## config.mk

```make
export PLATFORM = sky130hd
export DESIGN_NAME = fpa_div_cell
export DESIGN_NICKNAME = d
export VERILOG_FILES = /design/src/sv/fpa_pkg.sv /design/src/sv/fpa_div_cell.sv
export SDC_FILE = /design/constraint.sdc
export NUM_CORES = 1
export LEC_CHECK = 0
export BUFFER_PORTS_ARGS = -buffer_cell sky130_fd_sc_hd__buf_2
export CAP_MARGIN = 20
export CORE_AREA = 2 2 209 211
export CTS_CLUSTER_DIAMETER = 100
export DETAILED_ROUTE_END_ITERATION = 10
export DIE_AREA = 0 0 211 213
export PLACE_DENSITY = 0.55
export SYNTH_ARGS = -nofsm -noshare
export SYNTH_HDL_FRONTEND = slang
export SYNTH_SLANG_ARGS = --single-unit
export TNS_END_PERCENT = 100
```

## constraint.sdc

```tcl
create_clock -name clk_i -period 1.65 [get_ports clk_i]
set_input_delay 0.165 -clock clk_i [delete_from_list [all_inputs] [get_ports clk_i]]
set_output_delay 0.165 -clock clk_i [all_outputs]
set_load 0.02 [all_outputs]
```

## src/sv/fpa_pkg.sv

```systemverilog
// types and constants of the q24.8 fixed-point alu
// no dependencies
package fpa_pkg;

  localparam int unsigned DataW  = 32;
  localparam int unsigned NumerW = 48;

  typedef enum logic [3:0] {
    MODE_ADD  = 4'd0,
    MODE_SUB  = 4'd1,
    MODE_MUL  = 4'd2,
    MODE_DIV  = 4'd3,
    MODE_NEG  = 4'd4,
    MODE_MIN  = 4'd5,
    MODE_MAX  = 4'd6,
    MODE_INC  = 4'd7,
    MODE_DEC  = 4'd8,
    MODE_TOINT = 4'd9
  } mode_e;

  typedef struct packed {
    logic [3:0]         mode;
    logic signed [31:0] operand_a;
    logic signed [31:0] operand_b;
  } fpa_in_t;

  typedef struct packed {
    logic signed [31:0] result_value;
    logic               overflow;
    logic               a_less;
    logic               a_equal;
    logic               a_greater;
  } fpa_out_t;

  // item as it moves along the divider row
  typedef struct packed {
    logic [3:0]        mode;
    logic [DataW-1:0]  simple_val;
    logic              simple_ovf;
    logic              less;
    logic              equal;
    logic              greater;
    logic              neg;
    logic [63:0]       prod;
    logic [DataW-1:0]  den;
    logic [NumerW-1:0] numer;
    logic [DataW-1:0]  rem;
    logic [NumerW-1:0] quo;
  } fpa_cell_t;

endpackage

```

## src/sv/fpa_div_cell.sv

```systemverilog
// one restoring-division cell: one quotient bit per item per cycle while adv_i is high
// depends on fpa_pkg
module fpa_div_cell (
  input  logic               clk_i,
  input  logic               rst_ni,
  input  logic               adv_i,
  input  logic               valid_i,
  input  fpa_pkg::fpa_cell_t data_i,
  output logic               valid_o,
  output fpa_pkg::fpa_cell_t data_o
);
  import fpa_pkg::*;

  logic      valid_q;
  fpa_cell_t data_q, data_d;
  logic [32:0] trial, sub;
  logic        ge;

  assign trial = {data_i.rem, data_i.numer[NumerW-1]};
  assign sub   = trial - {1'b0, data_i.den};
  assign ge    = trial >= {1'b0, data_i.den};

  always_comb begin
    data_d       = data_i;
    data_d.rem   = ge ? sub[31:0] : trial[31:0];
    data_d.quo   = {data_i.quo[NumerW-2:0], ge};
    data_d.numer = {data_i.numer[NumerW-2:0], 1'b0};
  end

  always_ff @(posedge clk_i or negedge rst_ni) begin
    if (!rst_ni) begin
      valid_q <= 1'b0;
    end else if (adv_i) begin
      valid_q <= valid_i;
    end
  end

  always_ff @(posedge clk_i) begin
    if (adv_i) begin
      data_q <= data_d;
    end
  end

  assign valid_o = valid_q;
  assign data_o  = data_q;
endmodule

```

After elaboration in Yosys (flattened, before gate mapping) --
Cells that the tools add are included. Widths: inputs -> output; s select.
Operators by class: mux-type cells 1, $mul 0, divide/modulo/power cells 0, equality and inequality tests 0, bitwise operators 0, magnitude comparators 1, reductions and logical operators 0, shift operators 0, $add $sub $neg 1
Operators with widths (number):
- $ge 33x32->1 | 1
- $mux 32 | 1
- $sub 32x32->32 | 1
Storage, ports and cells: latch bits 0, bits of input ports 269, bits in writable memories 0, ROM bits 0, flip-flop bits (word level) 265, memories kept 0

Longest topological paths before layout --
word-level depth 2, gate-level depth with buffers 13, depth with buffers taken out 12

Worst setup path before layout --
No wires, ideal clock.
path type input to register, start point input port data_i[135] in the netlist's numbering, end point register data_q, in the netlist data_o[61], data pin, setup time 262 ps, path slack -1286 ps, arrival time 2674 ps, required time 1388 ps, cell stages on the path 12, cells stage by stage inv_1 -> ha_1 -> buf_2 -> nand4_1 -> or4_1 -> a21oi_1 -> nor3_1 -> a211oi_2 -> o21ai_2 -> o31ai_4 -> buf_4 -> mux2_1
RTL lines:
- start, declared | line fpa_div_cell.sv:8 | input fpa_pkg::fpa_cell_t data_i,
- end signal, assigned | line fpa_div_cell.sv:40 | data_q <= data_d;
- end, declared | line fpa_div_cell.sv:15 | fpa_cell_t data_q, data_d;

==> results.tsv <==
metric	value	unit
status	complete, but fails checks	
violations	negative hold slack, negative setup slack	
clk_latency	0.57	ns
critical_path_class	input port to flip-flop	
placed_cells	1781	
finish.instance_area	0.01861	mm^2
slowest_delay	0.52	ns
yosys_register_bits	265	
path_cells	buf_12 > inv_4 > ha_4 > nand4_1 > or4_1 > a21oi_2 > nor3_2 > a211oi_2 > o21ai_2 > o31ai_4 > buf_6 > clkbuf_16 > mux2_4	
timing.final.ws_setup	-0.6688	ns
first_iter_violations	533	
tns	-18.78	ns
drt-total-wl	42170	um
clockBufferDepth	3	
grt_pass1_wl	58550	um
fin_skew	0	ns
worstSetupStartpointType	input port	
place_area	0.01446	mm^2
layout_common_cells	buf_2 (521), edfxtp_1 (264), dlygate4sd3_1 (262)	
avgSynthCellArea	16.61	um^2
p_leak	0.008044	uW
grt_overflow	0	
core-area	0.04270	mm^2
drtPass1Iterations	4	
ir_worst_vdd	0.6766	mV
postRouteAntennaNets	0	
hold_violations	1	
cp_top_family	simple AND/OR/NAND/NOR gates	
yosysUniqueCellTypes	50	
drc	0	
synth_warnings	0	
io_pins	535	
fill_cells	3888	
cpMaxStageDelayCell	or4_1	
endpoint_kind	flip-flop	
stdcell_count	2109	
fp.dieW	211	um
track_usage	0.1757	
ys_seq_area_frac	0.7808	
layout.nets	1840	
layout-drive-gt1-share	0.4949	
setup_violations	33	
vias	8942	
min_path_type	input port to flip-flop	
gp_congestion	0.8551	
fin_total_pwr	19330	uW
maxSlewViolCount	0	
cellPowerDensity	1038	mW/mm^2
worst_ep_arrival_time	2.64	ns
grt_max_degree	45	
cts_buffers	30	
final_common_cell	buf_2	
worstPathMaxFanout	5	
rsz0062_at_grt	true	
die_y	213	um
worstPathRequired	1.97	ns
hold_slack	-0.02425	ns
clock_sinks	265	
ctsRootBufferMaster	clkbuf_16	
port_buffers	532	
max_freq	431.3	MHz
synth_fp_nets	915	
placementRows	76	
grt_pass1_vias	9299	
avgRoutedWirePerCell	19.99	um
viasPerCell	4.240	
netlist_area	0.01018	mm^2
start_util	0.2385	
path_buf_inv	4	
drv_cap	0	
syn_to_final_growth	82.74	%
netlist_instances	613	
finalCriticalPeriod	2.319	ns
dieArea	0.04494	mm^2
hpwl	30390	um
antenna_found_initial	3	
finalCritPeriodShare	1.405	
clkTransAtPathRegs	0.06	ns
cts_tree	built	
htreeDepth	1	
[worst paths after layout]
kind / slack, ns / end / startpoint / cells after the start
worst max-delay path: -0.67 / data_o[71]$_DFFE_PP_ / data_i[143] / 13
worst min-delay path: -0.02 / data_o[77]$_DFFE_PP_ / data_i[79] / 3
worst max register to register: 0.89 / valid_o$_DFFE_PN0P_ / valid_o$_DFFE_PN0P_ / 1
worst min register to register: 0.53 / valid_o$_DFFE_PN0P_ / valid_o$_DFFE_PN0P_ / 1
max in group asynchronous: 1.09 / valid_o$_DFFE_PN0P_ / rst_ni / 3
min in group asynchronous: 0.45 / valid_o$_DFFE_PN0P_ / rst_ni / 3
[per-layer routing]
layer  vias to the layer above  track usage  part of all wire
met5                         -            0           0.00028
met4                         2      0.06144             0.037
met3                        65      0.03751             0.059
met2                       352       0.3193              0.52
met1                      4332       0.2042              0.39
li1                       4191            -                 -
[worst min-delay path, delay by kind of cell]
| family | cells | cell delay, ns |
|---|---|---|
| compound gates | 1 | 0.08 |
| buf+inv | 1 | 0.12 |
| simple gates | 1 | 0.05 |
[metrics by stage]
| stage | utilization | setup slack, ns | hold WS [ns] |
|---|---|---|---|
| after global routing | 0.4359 | -0.7540 | -0.03590 |
| after CTS | 0.4283 | -0.6980 | -0.03666 |
| after detailed placement | 0.3386 | -1.578 | -0.05079 |
| final | 0.4359 | -0.6688 | -0.02425 |
| after global placement | 0.3386 | -1.501 | -0.05871 |
| after floorplan | - | -1.169 | -0.1306 |
[cell usage after synthesis (all sizes together)]
cell type	n	area [um^2]
o2111ai	1	8.760
o311a	1	10.01
xor2	12	105.1
conb	1	3.750
dfrtp	1	25.02
a211o	1	8.760
nor4	4	25.02
a31oi	5	31.28
nand3b	1	7.510
o211ai	4	30.03
and3	1	6.260
ha	32	400.4
nand2	26	97.59
nor3	2	10.01
nand4	8	50.05
or4	2	15.01
nor2b	3	18.77
a311oi	1	8.760
and4	2	17.52
o41ai	1	8.760
nand3	8	40.04
mux2	11	123.9
a2bb2oi	2	17.52
o21ai	18	93.84
and2	2	12.51
o22ai	2	12.51
edfxtp	264	7928
inv	38	142.6
a211oi	4	35.03
a21o	12	90.09
fa	1	20.02
o21a	6	45.04
a21oi	56	280.3
xnor2	15	131.4
nor2	35	131.4
nand2b	3	18.77
nand4b	1	8.760
o21bai	3	22.52
or2	1	6.260
buf	12	70.07
o31ai	2	28.78
mux2i	1	10.01
clkbuf	7	27.52
[cell families after synthesis]
group                    Yosys count  synth area share
AND/OR/NAND/NOR                   99           0.04570
AO/OA/AOI/OAI                    119           0.07187
buffers and inverters             57           0.02359
flip-flops                       265            0.7808
other                              1         0.0003682
adder cells (fa/ha/maj)           33           0.04128
multiplexers                      12           0.01315
XOR/XNOR                          27           0.02322
[state kept, by name (all words and copies together), names as in the netlist]
signal and count:
data_o 264, valid_o 1
[layout make-up]
class	instances	area, um^2	area share
diodes	1	2.502	0.0001345
clock buffers	33	762.0	0.04094
clock inverters	23	260.3	0.01398
inverters	38	157.7	0.008471
multi-input cells	291	2381	0.1279
flip-flops and latches	265	7953	0.4273
well taps	546	683.2	0.03671
repair buffers	912	6412	0.3445
[repair_timing]
item,CTS,global route
setup buffers,3,4
gates cloned,1,2
pin swaps,2,14
hold endpoints to repair,279,2
gates resized for setup,36,58
endpoints found under the setup margin,33,33
hold buffers,261,1
[power breakdown]
group | leakage, uW | internal [uW] | total [uW] | switching (uW)
Sequential | 0.00260 | 8110 | 8280 | 174
Combinational | 0.00496 | 1870 | 4140 | 2270
Clock | 0.000489 | 4000 | 6910 | 2910
Total | 0.00804 | 14000 | 19300 | 5350
Note: power is estimated with default switching activity, not from simulation.
