[src/sv/fpa_pkg.sv]
// types and constants of the q24.8 fixed-point alu
// no dependencies
package fpa_pkg;

  localparam int unsigned DataW  = 32;
  localparam int unsigned NumerW = 48;

  typedef enum logic [3:0] {
    MODE_ADD  = 4'd0,
    MODE_SUB  = 4'd1,
    MODE_MUL  = 4'd2,
    MODE_DIV  = 4'd3,
    MODE_NEG  = 4'd4,
    MODE_MIN  = 4'd5,
    MODE_MAX  = 4'd6,
    MODE_INC  = 4'd7,
    MODE_DEC  = 4'd8,
    MODE_TOINT = 4'd9
  } mode_e;

  typedef struct packed {
    logic [3:0]         mode;
    logic signed [31:0] operand_a;
    logic signed [31:0] operand_b;
  } fpa_in_t;

  typedef struct packed {
    logic signed [31:0] result_value;
    logic               overflow;
    logic               a_less;
    logic               a_equal;
    logic               a_greater;
  } fpa_out_t;

  // item as it moves along the divider row
  typedef struct packed {
    logic [3:0]        mode;
    logic [DataW-1:0]  simple_val;
    logic              simple_ovf;
    logic              less;
    logic              equal;
    logic              greater;
    logic              neg;
    logic [63:0]       prod;
    logic [DataW-1:0]  den;
    logic [NumerW-1:0] numer;
    logic [DataW-1:0]  rem;
    logic [NumerW-1:0] quo;
  } fpa_cell_t;

endpackage

[src/sv/fpa_back.sv]
// last stage: rounding of multiply and divide, range check, output register
// depends on fpa_pkg
module fpa_back #(
  parameter int unsigned FRACTION_BITS = 8
) (
  input  logic               clk_i,
  input  logic               rst_ni,
  input  logic               adv_i,
  input  logic               valid_i,
  input  fpa_pkg::fpa_cell_t data_i,
  output logic               valid_o,
  output fpa_pkg::fpa_out_t  data_o
);
  import fpa_pkg::*;

  localparam logic [63:0] Half = (FRACTION_BITS > 0) ? (64'd1 << (FRACTION_BITS - 1)) : 64'd0;

  logic        valid_q;
  fpa_out_t    data_q, data_d;
  logic [63:0] m_mul, mag;
  logic [NumerW-1:0] m_div;
  logic        neg_eff, too_big;

  assign m_mul   = (data_i.prod + Half) >> FRACTION_BITS;
  // round half up on the remainder
  assign m_div   = data_i.quo + NumerW'({data_i.rem, 1'b0} >= {1'b0, data_i.den});
  assign mag     = (data_i.mode == MODE_MUL) ? m_mul : 64'(m_div);
  assign neg_eff = data_i.neg && (mag != 64'd0);
  assign too_big = neg_eff ? (mag > 64'h8000_0000) : (mag > 64'h7fff_ffff);

  always_comb begin
    data_d           = '0;
    data_d.a_less    = data_i.less;
    data_d.a_equal   = data_i.equal;
    data_d.a_greater = data_i.greater;
    case (data_i.mode)
      MODE_MUL, MODE_DIV: begin
        if (too_big || (data_i.mode == MODE_DIV && data_i.den == '0)) begin
          data_d.overflow = 1'b1;
        end else begin
          data_d.result_value = neg_eff ? 32'(-mag) : mag[31:0];
        end
      end
      default: begin
        data_d.result_value = data_i.simple_val;
        data_d.overflow     = data_i.simple_ovf;
      end
    endcase
  end

  always_ff @(posedge clk_i or negedge rst_ni) begin
    if (!rst_ni) begin
      valid_q <= 1'b0;
    end else if (adv_i) begin
      valid_q <= valid_i;
    end
  end

  always_ff @(posedge clk_i) begin
    if (adv_i) begin
      data_q <= data_d;
    end
  end

  assign valid_o = valid_q;
  assign data_o  = data_q;
endmodule

[config.mk]
export PLATFORM = sky130hd
export DESIGN_NAME = fpa_back
export DESIGN_NICKNAME = d
export VERILOG_FILES = /design/src/sv/fpa_pkg.sv /design/src/sv/fpa_back.sv
export SDC_FILE = /design/constraint.sdc
export NUM_CORES = 1
export LEC_CHECK = 0
export BUFFER_PORTS_ARGS = -buffer_cell sky130_fd_sc_hd__buf_2
export CORE_MARGIN = 8
export CORE_UTILIZATION = 45
export DETAILED_ROUTE_END_ITERATION = 8
export GPL_ROUTABILITY_DRIVEN = 1
export PLACE_DENSITY = 0.87
export SKIP_LAST_GASP = 1
export SLEW_MARGIN = 20
export SYNTH_ARGS = -nofsm -noshare
export SYNTH_HDL_FRONTEND = slang
export SYNTH_SLANG_ARGS = --single-unit
export TNS_END_PERCENT = 100
[constraint.sdc]
create_clock -name clk_i -period 1.2 [get_ports clk_i]
set_input_delay 0.24 -clock clk_i [delete_from_list [all_inputs] [get_ports clk_i]]
set_output_delay 0.24 -clock clk_i [all_outputs]
set_load 0.005 [all_outputs]
Word level (Yosys, flattened, before mapping):

Cells that the tools add are included.

* register bits: 37
* input port bits: 269
* output and inout bits: 37

* $add $sub $neg: 3
* order comparisons: 3
* eq/ne operators: 2
* muxes and demuxes: 6
* reductions and logical operators: 6

Operator list (count)
* $add 64x8->64 const B: 1
* $mux 32: 2
* $reduce_bool 64->1: 1
* $gt 56x31->1 const B: 1
* $gt 56x32->1 const B: 1
* $mux 56: 1
* $add 48x1->48: 1
* $ge 33x32->1: 1
* $mux 33: 1
* $logic_not 32->1: 1
* $neg 32->32: 1
* $eq 4x2->1 const B: 2
* $logic_and 1x1->1: 2
* $mux 1: 2
* $reduce_or 2->1: 1
* $logic_or 1x1->1: 1

Longest topological paths before layout:

* word-level depth: 9
* depth in mapped cells: 28
* gate-level depth less buffers: 27

Worst setup path after synthesis:

Ideal clock, no wire load.

* path type: input -> register
* start point: input data_i[138] (netlist name)
* end point: register data_q, in the netlist data_o[33], data pin
* arrival: 5.155 ns
* slack: -4.211 ns
* cell stages on the path: 26
* buffers on the path: 0
* cell sequence: inv_1 ha_1 a21o_1 a21o_1 a21o_1 a21oi_1 nor2b_1 o21ai_0 nand2b_1 a21oi_1 nor3_1 a2111oi_0 o21ai_0 ha_1 ha_1 nand3_1 nor2_1 xnor2_1 mux2i_1 or4_4 or4_4 or4_4 or3_1 o221ai_2 xnor2_1 a22o_1

RTL lines
* start: declaration: RTL line fpa_back.sv:10 `input fpa_pkg::fpa_cell_t data_i,`
* end signal: assignment: RTL line fpa_back.sv:61 `data_q <= data_d;`
* end: declaration: RTL line fpa_back.sv:19 `fpa_out_t data_q, data_d;`

==> impl_metrics.tcl <==
set metrics [dict create \
    min_period_over_period_pct 468 \
    r2r_start "valid_o" \
    synth.distinct_cells 64 \
    fin_crit_ps 5620 \
    synth_edf_count 36 \
    status "complete, but fails checks" \
    violations "setup timing" \
    grt_pass1_wl_um 41100 \
    grt_use_total_pct 28.0 \
    seqPwrFrac_pct 28.6 \
    antenna_found_initial 2 \
    crit_fanout 7 \
    cts_buffers 5 \
    peakVddDrop_uv 460 \
    reg2reg_slack_ps 460 \
    clock_sinks 37 \
    ys_ff_latch 37 \
    fin_cells 1478 \
    reg2reg_to "valid_o" \
    first_pass_iters 6 \
    synthArstFlopShare_pct 2.70 \
    htreeDepth 2 \
    fp.dieH_um 132 \
    fin_util_pct 75.5 \
    root_buffer "clkbuf_16" \
    intPower_w 0.00370 \
    first_iter_violations 1058 \
    die_x_um 132 \
    nFillCells 894 \
    synthTopCellsByArea "edfxtp_1 (18%), xnor2_1 (9.3%), ha_1 (7.5%), xor2_1 (6.1%), nand2_1 (5.9%)" \
    ant_nets 0 \
    synth_warnings 0 \
    finalWorstSetupSlack_ps -4420 \
    drcViolationCount 0 \
    nets 1606 \
    finClkSkew_ps 0 \
    clockBufferDepth 2 \
    min-delay-start "data_i[225]" \
    finalMaxSlewViolations 0 \
    critPathKind "in2reg" \
    grt_max_degree 33 \
    path_buf_inv 7 \
    grt_setup_unrepaired "yes" \
    cp.required_ps 1230 \
    syn2layout_area_growth_pct 64.8 \
    final_hold_viol_count 0 \
    place_ws_ps -4590 \
    fmax_ghz 0.178 \
    syn_area_per_cell_sq_um 7.50 \
    tritoncts "done" \
    syn_nets 1108 \
    ys_seq_area_share_pct 18.4 \
    yosys.area.top_type_share_pct 18.0 \
    combPwrFrac_pct 47.5 \
    crit_path_max_incr_delay_ps 410 \
    timing.max_cap.violations 0 \
    wire_per_inst_um 18.6 \
    die_area_sq_mm 0.0173 \
    post-dp-hpwl_um 21100 \
    path_clk_slew_ps 60 \
    core_sq_mm 0.0131 \
    netSwitchingFraction_pct 32.9 \
    startpoint_type "input pin" \
    drive_gt1_share_pct 45.5 \
    p_clk_share_pct 24.0 \
    path_delay_family "compound AO/OA/AOI/OAI gates" \
    p_sw_w 0.00182 \
    ios 306 \
    relSlewSlack_pct 38.1 \
    arrival_ps 5650 \
    hp-class "in2reg" \
    hold_end "data_o[0]" \
    synthTopCellsByCount "nand2_1 (95), xnor2_1 (64), nand3_1 (57), nor2_1 (47), inv_1 (45)" \
    io_buffers 250 \
    start_util_pct 45.8 \
    powerDensity_mw_per_mm2 557 \
    synthCells 803 \
    yosysTopAreaCell "edfxtp_1" \
    vias 8813 \
    worst_setup_path_end_kind "flop" \
    hold_path_depth 1 \
    vias_per_cell 5.96 \
    critPathSlowestCell "or3_4" \
    wirelength_um 27500 \
    dp_cells 1453 \
    grt_pass1_vias 8562 \
    synth_area_sq_mm 0.00602 \
    setup_viol 33 \
    tightestPinTransition_ps 923 \
    floorplan.rows 42 \
    p_leak_nw 4.61 \
    ys.flop_type "edfxtp_1" \
    crit_top_cell "buf_4" \
    gp_congestion 0.975 \
    grt_overflow 0 \
    reg2reg_depth 1 \
    diodes 0 \
    clock_latency_ps 280 \
    yosysMostFrequentCell "nand2_1" \
]
==> power by group through the flow <==
stage	logic (W)	registers (W)	clock network (W)
final	0.00262	0.00158	0.00132
after floorplan	0.000947	0.00162	0
after detailed placement	0.00242	0.00161	0
after global placement	0.00233	0.00160	0
after global routing	0.00282	0.00159	0.00139
after CTS	0.00247	0.00158	0.00133
==> placed cells by master, fill, tap and decap left out, drive strengths merged, types with 7 or more instances in the layout <==
| master | count |
|---|---|
| nand3 | 57 |
| o221ai | 9 |
| edfxtp | 36 |
| nor4 | 25 |
| xnor2 | 64 |
| inv | 44 |
| or3 | 10 |
| and3 | 16 |
| buf | 521 |
| o21ai | 54 |
| ha | 36 |
| mux2i | 20 |
| nand2 | 95 |
| and2 | 7 |
| xor2 | 42 |
| and4 | 9 |
| nor2 | 47 |
| nand4 | 43 |
| o211ai | 20 |
| nor3 | 25 |
| a21oi | 26 |
==> logic make-up (layout without fill, tap and decap cells) <==
group                    after synthesis  after routing  share of synthesized area, %
AND/OR/NAND/NOR                      368            368                          32.8
AO/OA/AOI/OAI                        155            157                          17.0
XOR/XNOR                             106            106                          15.4
buffers and inverters                 78            575                          5.11
flip-flops                            37             37                          18.4
adder cells (fa/ha/maj)               36             36                          7.48
multiplexers                          23             23                          3.89
==> final cells by class <==
type	count	area [sq um]	area share [%]
clock buffer	6	139	1.40
clock inverter	2	13.8	0.139
inverter	45	174	1.75
multi-input combinational	690	4890	49.3
sequential	37	1110	11.1
tap	176	220	2.22
timing repair buffer	522	3380	34.0
==> worst max path at each step <==
stage           startpoint         end  slack [ps]  depth (start not counted)
6_report        data_i[57]  data_o[33]       -4420                         31
3_3_place_gp   data_i[138]  data_o[33]       -4420                         28
2_1_floorplan   data_i[57]  data_o[33]       -3960                         25
4_1_cts        data_i[138]  data_o[33]       -4100                         28
5_1_grt         data_i[57]  data_o[33]       -4570                         28
3_5_place_dp   data_i[138]  data_o[13]       -4590                         28
==> through the flow <==
stage	hold WS, ps	instance area, sq um	TNS [ps]	power (W)
after global placement	14.0	9470	-141680	0.00393
final	136	9920	-139990	0.00552
after global routing	133	9920	-145300	0.00580
after detailed placement	17.0	9470	-148740	0.00402
after CTS	133	9790	-131670	0.00538
after floorplan	-55.6	6170	-123960	0.00256
==> registers in the layout, indices dropped and copies added (netlist names) <==
register  flops
data_o       36
valid_o       1
==> routing by layer <==
layer	track usage [%]	share of wire, %
met1	34.0	38
met2	47.3	46
met3	5.72	11
met4	11.5	5.2
met5	0	0.087
==> timing repair <==
item                                    CTS  global route
pin swaps                                21            20
resized for setup                        23            17
endpoints found under the hold margin     1             0
hold buffers                              1             0
cloned                                    2             0
setup buffers                             7             7
endpoints found under the setup margin   33            33
(Power assumes the default switching activity.)
