==> src/sv/fpa_pkg.sv <==
// types and constants of the q24.8 fixed-point alu
// no dependencies
package fpa_pkg;

  localparam int unsigned DataW  = 32;
  localparam int unsigned NumerW = 48;

  typedef enum logic [3:0] {
    MODE_ADD  = 4'd0,
    MODE_SUB  = 4'd1,
    MODE_MUL  = 4'd2,
    MODE_DIV  = 4'd3,
    MODE_NEG  = 4'd4,
    MODE_MIN  = 4'd5,
    MODE_MAX  = 4'd6,
    MODE_INC  = 4'd7,
    MODE_DEC  = 4'd8,
    MODE_TOINT = 4'd9
  } mode_e;

  typedef struct packed {
    logic [3:0]         mode;
    logic signed [31:0] operand_a;
    logic signed [31:0] operand_b;
  } fpa_in_t;

  typedef struct packed {
    logic signed [31:0] result_value;
    logic               overflow;
    logic               a_less;
    logic               a_equal;
    logic               a_greater;
  } fpa_out_t;

  // item as it moves along the divider row
  typedef struct packed {
    logic [3:0]        mode;
    logic [DataW-1:0]  simple_val;
    logic              simple_ovf;
    logic              less;
    logic              equal;
    logic              greater;
    logic              neg;
    logic [63:0]       prod;
    logic [DataW-1:0]  den;
    logic [NumerW-1:0] numer;
    logic [DataW-1:0]  rem;
    logic [NumerW-1:0] quo;
  } fpa_cell_t;

endpackage

==> src/sv/fpa_front.sv <==
// first stage: simple operations, magnitudes, product and divider setup
// depends on fpa_pkg
module fpa_front #(
  parameter int unsigned FRACTION_BITS = 8
) (
  input  logic              clk_i,
  input  logic              rst_ni,
  input  logic              adv_i,
  input  logic              valid_i,
  input  fpa_pkg::fpa_in_t  data_i,
  output logic              valid_o,
  output fpa_pkg::fpa_cell_t data_o
);
  import fpa_pkg::*;

  logic               valid_q;
  fpa_cell_t          data_q, data_d;
  logic signed [31:0] a, b;
  logic [32:0]        sum, diff;
  logic [31:0]        mag_a, mag_b;

  assign a     = data_i.operand_a;
  assign b     = data_i.operand_b;
  assign mag_a = a[31] ? 32'(-a) : 32'(a);
  assign mag_b = b[31] ? 32'(-b) : 32'(b);
  assign sum   = {a[31], a} + {b[31], b};
  assign diff  = {a[31], a} - {b[31], b};

  always_comb begin
    data_d            = '0;
    data_d.mode       = data_i.mode;
    data_d.less       = a < b;
    data_d.equal      = a == b;
    data_d.greater    = a > b;
    data_d.neg        = a[31] ^ b[31];
    data_d.prod       = 64'(mag_a) * 64'(mag_b);
    data_d.den        = mag_b;
    data_d.numer      = {mag_a, 16'd0};
    case (data_i.mode)
      MODE_ADD: begin
        data_d.simple_ovf = sum[32] ^ sum[31];
        data_d.simple_val = data_d.simple_ovf ? '0 : sum[31:0];
      end
      MODE_SUB: begin
        data_d.simple_ovf = diff[32] ^ diff[31];
        data_d.simple_val = data_d.simple_ovf ? '0 : diff[31:0];
      end
      MODE_NEG: begin
        data_d.simple_ovf = a == 32'sh8000_0000;
        data_d.simple_val = data_d.simple_ovf ? '0 : 32'(-a);
      end
      MODE_MIN:   data_d.simple_val = (a < b) ? a : b;
      MODE_MAX:   data_d.simple_val = (a > b) ? a : b;
      MODE_INC:   data_d.simple_val = a + 32'sd1;
      MODE_DEC:   data_d.simple_val = a - 32'sd1;
      MODE_TOINT: data_d.simple_val = a >>> FRACTION_BITS;
      default:    data_d.simple_val = '0;
    endcase
  end

  always_ff @(posedge clk_i or negedge rst_ni) begin
    if (!rst_ni) begin
      valid_q <= 1'b0;
    end else if (adv_i) begin
      valid_q <= valid_i;
    end
  end

  always_ff @(posedge clk_i) begin
    if (adv_i) begin
      data_q <= data_d;
    end
  end

  assign valid_o = valid_q;
  assign data_o  = data_q;
endmodule

==> config.mk <==
export PLATFORM = sky130hd
export DESIGN_NAME = fpa_front
export DESIGN_NICKNAME = d
export VERILOG_FILES = /design/src/sv/fpa_pkg.sv /design/src/sv/fpa_front.sv
export SDC_FILE = /design/constraint.sdc
export NUM_CORES = 2
export LEC_CHECK = 0
export BUFFER_PORTS_ARGS = -buffer_cell sky130_fd_sc_hd__buf_2
export CAP_MARGIN = 10
export CORE_ASPECT_RATIO = 0.5
export CORE_MARGIN = 2
export CORE_UTILIZATION = 45
export CTS_BUF_LIST = sky130_fd_sc_hd__clkbuf_16
export DETAILED_ROUTE_END_ITERATION = 8
export GPL_TIMING_DRIVEN = 0
export PLACE_DENSITY = 0.65
export SKIP_CTS_REPAIR_TIMING = 1
export SLEW_MARGIN = 15
export SYNTH_ARGS = -nofsm -noshare
export SYNTH_HDL_FRONTEND = slang
export SYNTH_SLANG_ARGS = --single-unit
export TNS_END_PERCENT = 1
==> constraint.sdc <==
create_clock -name clk_i -period 1.77 [get_ports clk_i]
set_input_delay 0.354 -clock clk_i [delete_from_list [all_inputs] [get_ports clk_i]]
set_output_delay 0.354 -clock clk_i [all_outputs]
set_load 0.005 [all_outputs]
* After elaboration in Yosys (flattened, before gate mapping)
Index checks and enable logic that the tools add are counted.
** Operators by class
- Equal/unequal tests :: 9
- Shift operators :: 0
- Multiplexer cells :: 9
- Bitwise logic cells :: 3
- Div/mod/pow operators :: 0
- Order comparisons :: 2
- Reductions and logical operators :: 1
- Add/subtract/negate cells :: 6
- $mul :: 1
** Operators with widths (number)
- one-hot mux 32 bit (8 select lines) :: 1
- two-way mux 32 bit :: 7
- multiplier 32 x 32 -> 64 bit :: 1
- negation 32 bit :: 2
- adder 32 x 32 -> 33 bit :: 1
- subtractor 32 x 32 -> 33 bit :: 1
- adder 32 x 2 -> 32 bit, second input constant :: 1
- == test 32 bit :: 1
- == test 32 bit, second input constant :: 1
- greater-than comparator 32 bit :: 1
- < comparator 32 bit :: 1
- subtractor 32 x 2 -> 32 bit, second input constant :: 1
- == test 4 x 3 -> 1 bit, second input constant :: 4
- == test 4 bit, second input constant :: 2
- == test 4 x 1 -> 1 bit, second input constant :: 1
- logical NOT 4 bit :: 1
- one-hot mux 1 bit (3 select lines) :: 1
- XOR 1 bit :: 3
** Storage, ports and cells
- Memories :: 0
- Bits of input ports :: 72
- Bits in latches :: 0
- Bits in writable memories :: 0
- ROM bits :: 0
- Bits in registers :: 170

* Depth between registers and ports, before layout
- Depth after elaboration :: 4
- Mapped depth :: 41

* Worst setup path after synthesis
No wires, ideal clock.
- Kind :: input-to-reg
- Start :: input port data_i[32] (netlist bit)
- End :: register data_q, in the netlist data_o[217] (data pin)
- Path buffers :: 5
- Stages :: 37
- Slack :: -8.328 ns
- Setup time :: 0.265 ns
- Data required time :: 1.505 ns
- Arrival :: 9.833 ns
- Path through :: clkbuf_1 > inv_1 > clkbuf_1 > ha_1 > nand3b_1 > nor3_1 > nand2_1 > or4_1 > nand2_1 > xor2_1 > clkbuf_1 > clkbuf_1 > nor2_1 > fa_1 > inv_1 > fa_1 > fa_1 > inv_1 > fa_1 > inv_1 > fa_1 > inv_1 > fa_1 > fa_1 > fa_1 > ha_1 > clkbuf_1 > nand3_1 > nor2_1 > and4_1 > a211oi_1 > o2111ai_1 > a41oi_1 > o21ai_0 > a221oi_1 > o21ai_0 > xor2_1
** RTL lines
- start: declaration :: RTL line fpa_front.sv:10 : input fpa_pkg::fpa_in_t data_i,
- end signal: assignment :: RTL line fpa_front.sv:71 : data_q <= data_d;
- end: declaration :: RTL line fpa_front.sv:17 : fpa_cell_t data_q, data_d;

==> flow_metrics.tcl <==
set metrics [dict create \
    path_clk_slew_ps 80 \
    synth_mux_area_share_pct 0.185 \
    ys_seq_elements 170 \
    insertion_delay_ps 550 \
    yosysWarnings 0 \
    max_slew_margin_pct 14.2 \
    cts-buffers-inserted 17 \
    max-cap-violations 0 \
    cts_buffer_depth 2 \
    cp_slowest_stage_delay_ps 640 \
    cts_root_buf "clkbuf_16" \
    wire_per_inst_um 27.1 \
    rsz0062_at_grt "yes" \
    drt-pass1-iter-count 8 \
    synth-simple-area-share_pct 14.7 \
    hpwl_um 160000 \
    grt_first_pass_wirelength_um 274000 \
    drt-initial-drc-count 4906 \
    initial_core_util_pct 45.7 \
    postRouteWirelength_um 191000 \
    synth_top_family_by_area "adder cells" \
    crit_required_ps 2150 \
    hold_ws_ps 24.2 \
    skew_ps 0 \
    clock_sinks 170 \
    cts_tree "done" \
    setup_violations 161 \
    area_delta_synth_final_pct 13.7 \
    gr-total-overflow 0 \
    fin_ws_ps -8900 \
    drive_gt1_share_pct 13.3 \
    crit_type "input port to flip-flop" \
    fin_crit_sh_pct 603 \
    io-pin-count 338 \
    floorplan.die_area_um2 105000 \
    synth-adder-area-share_pct 49.0 \
    coreArea_um2 101000 \
    ys_types 92 \
    num_vias 40600 \
    ys.flop_type "edfxtp_1" \
    tightest_slew_ps 1290 \
    ant_nets 0 \
    cpMaxStageDelayCell "fa_1" \
    rows 82 \
    status "complete, but fails checks" \
    place_congestion 1.10 \
    end_kind "flip-flop" \
    period_needed_ps 10670 \
    hold_viol_final 0 \
    drcViolationCount 0 \
    grt_usage_pct 36.3 \
    hold_path.class "input port to flip-flop" \
    syn_inst 5243 \
    grt_pass1_vias 40300 \
    yosysSeqAreaShare_pct 11.1 \
    fmax_mhz 93.7 \
    synth_compound_area_share_pct 9.45 \
    cpMostUsedCell "fa_1" \
    grt_max_degree 87 \
    crit_arrival_ps 11050 \
    postSynthAreaPerCell_um2 8.77 \
    antenna_found_initial 9 \
    fin_nets 7009 \
    start_kind "input port" \
    cts_max_level 4 \
    crit_fanout 10 \
    ys_async_sr_fraction_pct 0.588 \
    synth-edff-count 169 \
    die_x_um 456 \
    vias_per_cell 5.77 \
    fp.dieH_um 230 \
    slew_violations 0 \
    synth_area_um2 46000 \
    violations "negative setup slack" \
    synth_xor_area_share_pct 3.31 \
    place.port_buffers 241 \
]
## worst max-delay path, delay by kind of cell
| family | cells | cell delay, ps |
|---|---|---|
| AOI/OAI and AO/OA | 10 | 2130 |
| xor gates and xnor gates | 1 | 190 |
| adders and majority gates | 9 | 4320 |
| buffers and inverters | 8 | 1130 |
| and+or+nand+nor | 8 | 2870 |
## cells in the final DEF (no fill, tap or decap), drive strengths merged, types with 10 or more instances in the layout
cell / instances
o21bai: 32
nand4: 27
xnor2: 105
a221oi: 21
edfxtp: 169
and3: 19
conb: 96
clkinv: 13
a21o: 67
nor3: 40
o2111ai: 13
diode: 10
o21ai: 130
a21boi: 12
a21oi: 174
inv: 1022
a211oi: 23
clkinvlp: 16
nor4: 11
nand2: 638
fa: 899
nor2b: 17
nor2: 658
a222oi: 13
and2: 42
a31oi: 21
nand3: 41
or4: 13
ha: 362
o31ai: 19
buf: 467
xor2: 68
o22ai: 10
a221o: 14
clkbuf: 219
o211ai: 17
nand2b: 24
or3: 20
o21a: 12
## metal layers
metal | GRT usage [%] | vias to the layer above | wire length [um] | part of all wire [%]
met4 | 14.8 | 0 | 9040 | 4.7
met3 | 12.5 | 466 | 26300 | 14
li1 | - | 17000 | - | -
met5 | 0 | - | 0 | 0
met2 | 53.5 | 2526 | 80900 | 42
met1 | 48.8 | 20600 | 74700 | 39
## sequential cells by signal, indices dropped and copies added, names as in the netlist
signal / cells
data_o: 169
valid_o: 1
## stage by stage
step	TNS [ps]	util (%)	cells	worst slack (ps)	cell area, um^2
floorplan	-551970	-	5338	-7850	46400
global placement	-1362340	49.0	6923	-13000	49300
detailed placement	-943580	49.6	6947	-12060	49900
CTS	-845770	50.1	6978	-11510	50400
global route	-671900	51.9	7035	-9070	52200
finish	-656530	51.9	7042	-8900	52300
## cell families after synthesis
logic type | count (synthesis)
compound gates | 655
xor+xnor | 173
fa+ha+maj | 1261
buf+inv | 1390
flops | 170
mux | 8
other cells | 1
simple gates | 1585
## cell type report
class,instances,area [um^2]
diodes,10,25.0
plain buffers,349,2030
clock buffers,17,425
clock inverters,14,139
fillers,9478,48400
inverters,1037,3970
multi-input cells,3778,36800
flip-flops and latches,170,5100
well taps,1344,1680
repair buffers,322,2040
repair inverters,1,6.26
## synthesized netlist by cell type, types with 32 or more instances
master    count  share of area [%]
a21o_1       67                1.1
a21oi_1     174                1.9
and2_1       42               0.57
buf_4        98                1.6
clkbuf_1    232                1.9
edfxtp_1    169                 11
fa_1        899                 39
ha_1        362                9.9
inv_1      1014                8.3
nand2_1     637                5.2
nand3_1      40               0.44
nor2_1      639                5.2
nor3_1       40               0.44
o21ai_0     128                1.4
o21bai_1     32               0.52
xnor2_1     104                2.0
xor2_1       68                1.3
## path summary, 6_finish.rpt
| kind | end | depth (start not counted) | slack (ps) | from |
|---|---|---|---|---|
| worst max-delay path | data_o[222] | 36 | -8900 | data_i[11] |
| worst min-delay path | data_o[261] | 1 | 20 | data_i[64] |
| worst max register to register | valid_o | 1 | 1020 | valid_o |
| worst min register to register | valid_o | 1 | 530 | valid_o |
| max in group asynchronous | valid_o | 2 | 1590 | rst_ni |
| min in group asynchronous | valid_o | 2 | 90 | rst_ni |
Power is left out: the tool's default activity adds up to more than one toggle a clock period on the data nets, which glitch-free logic cannot reach.
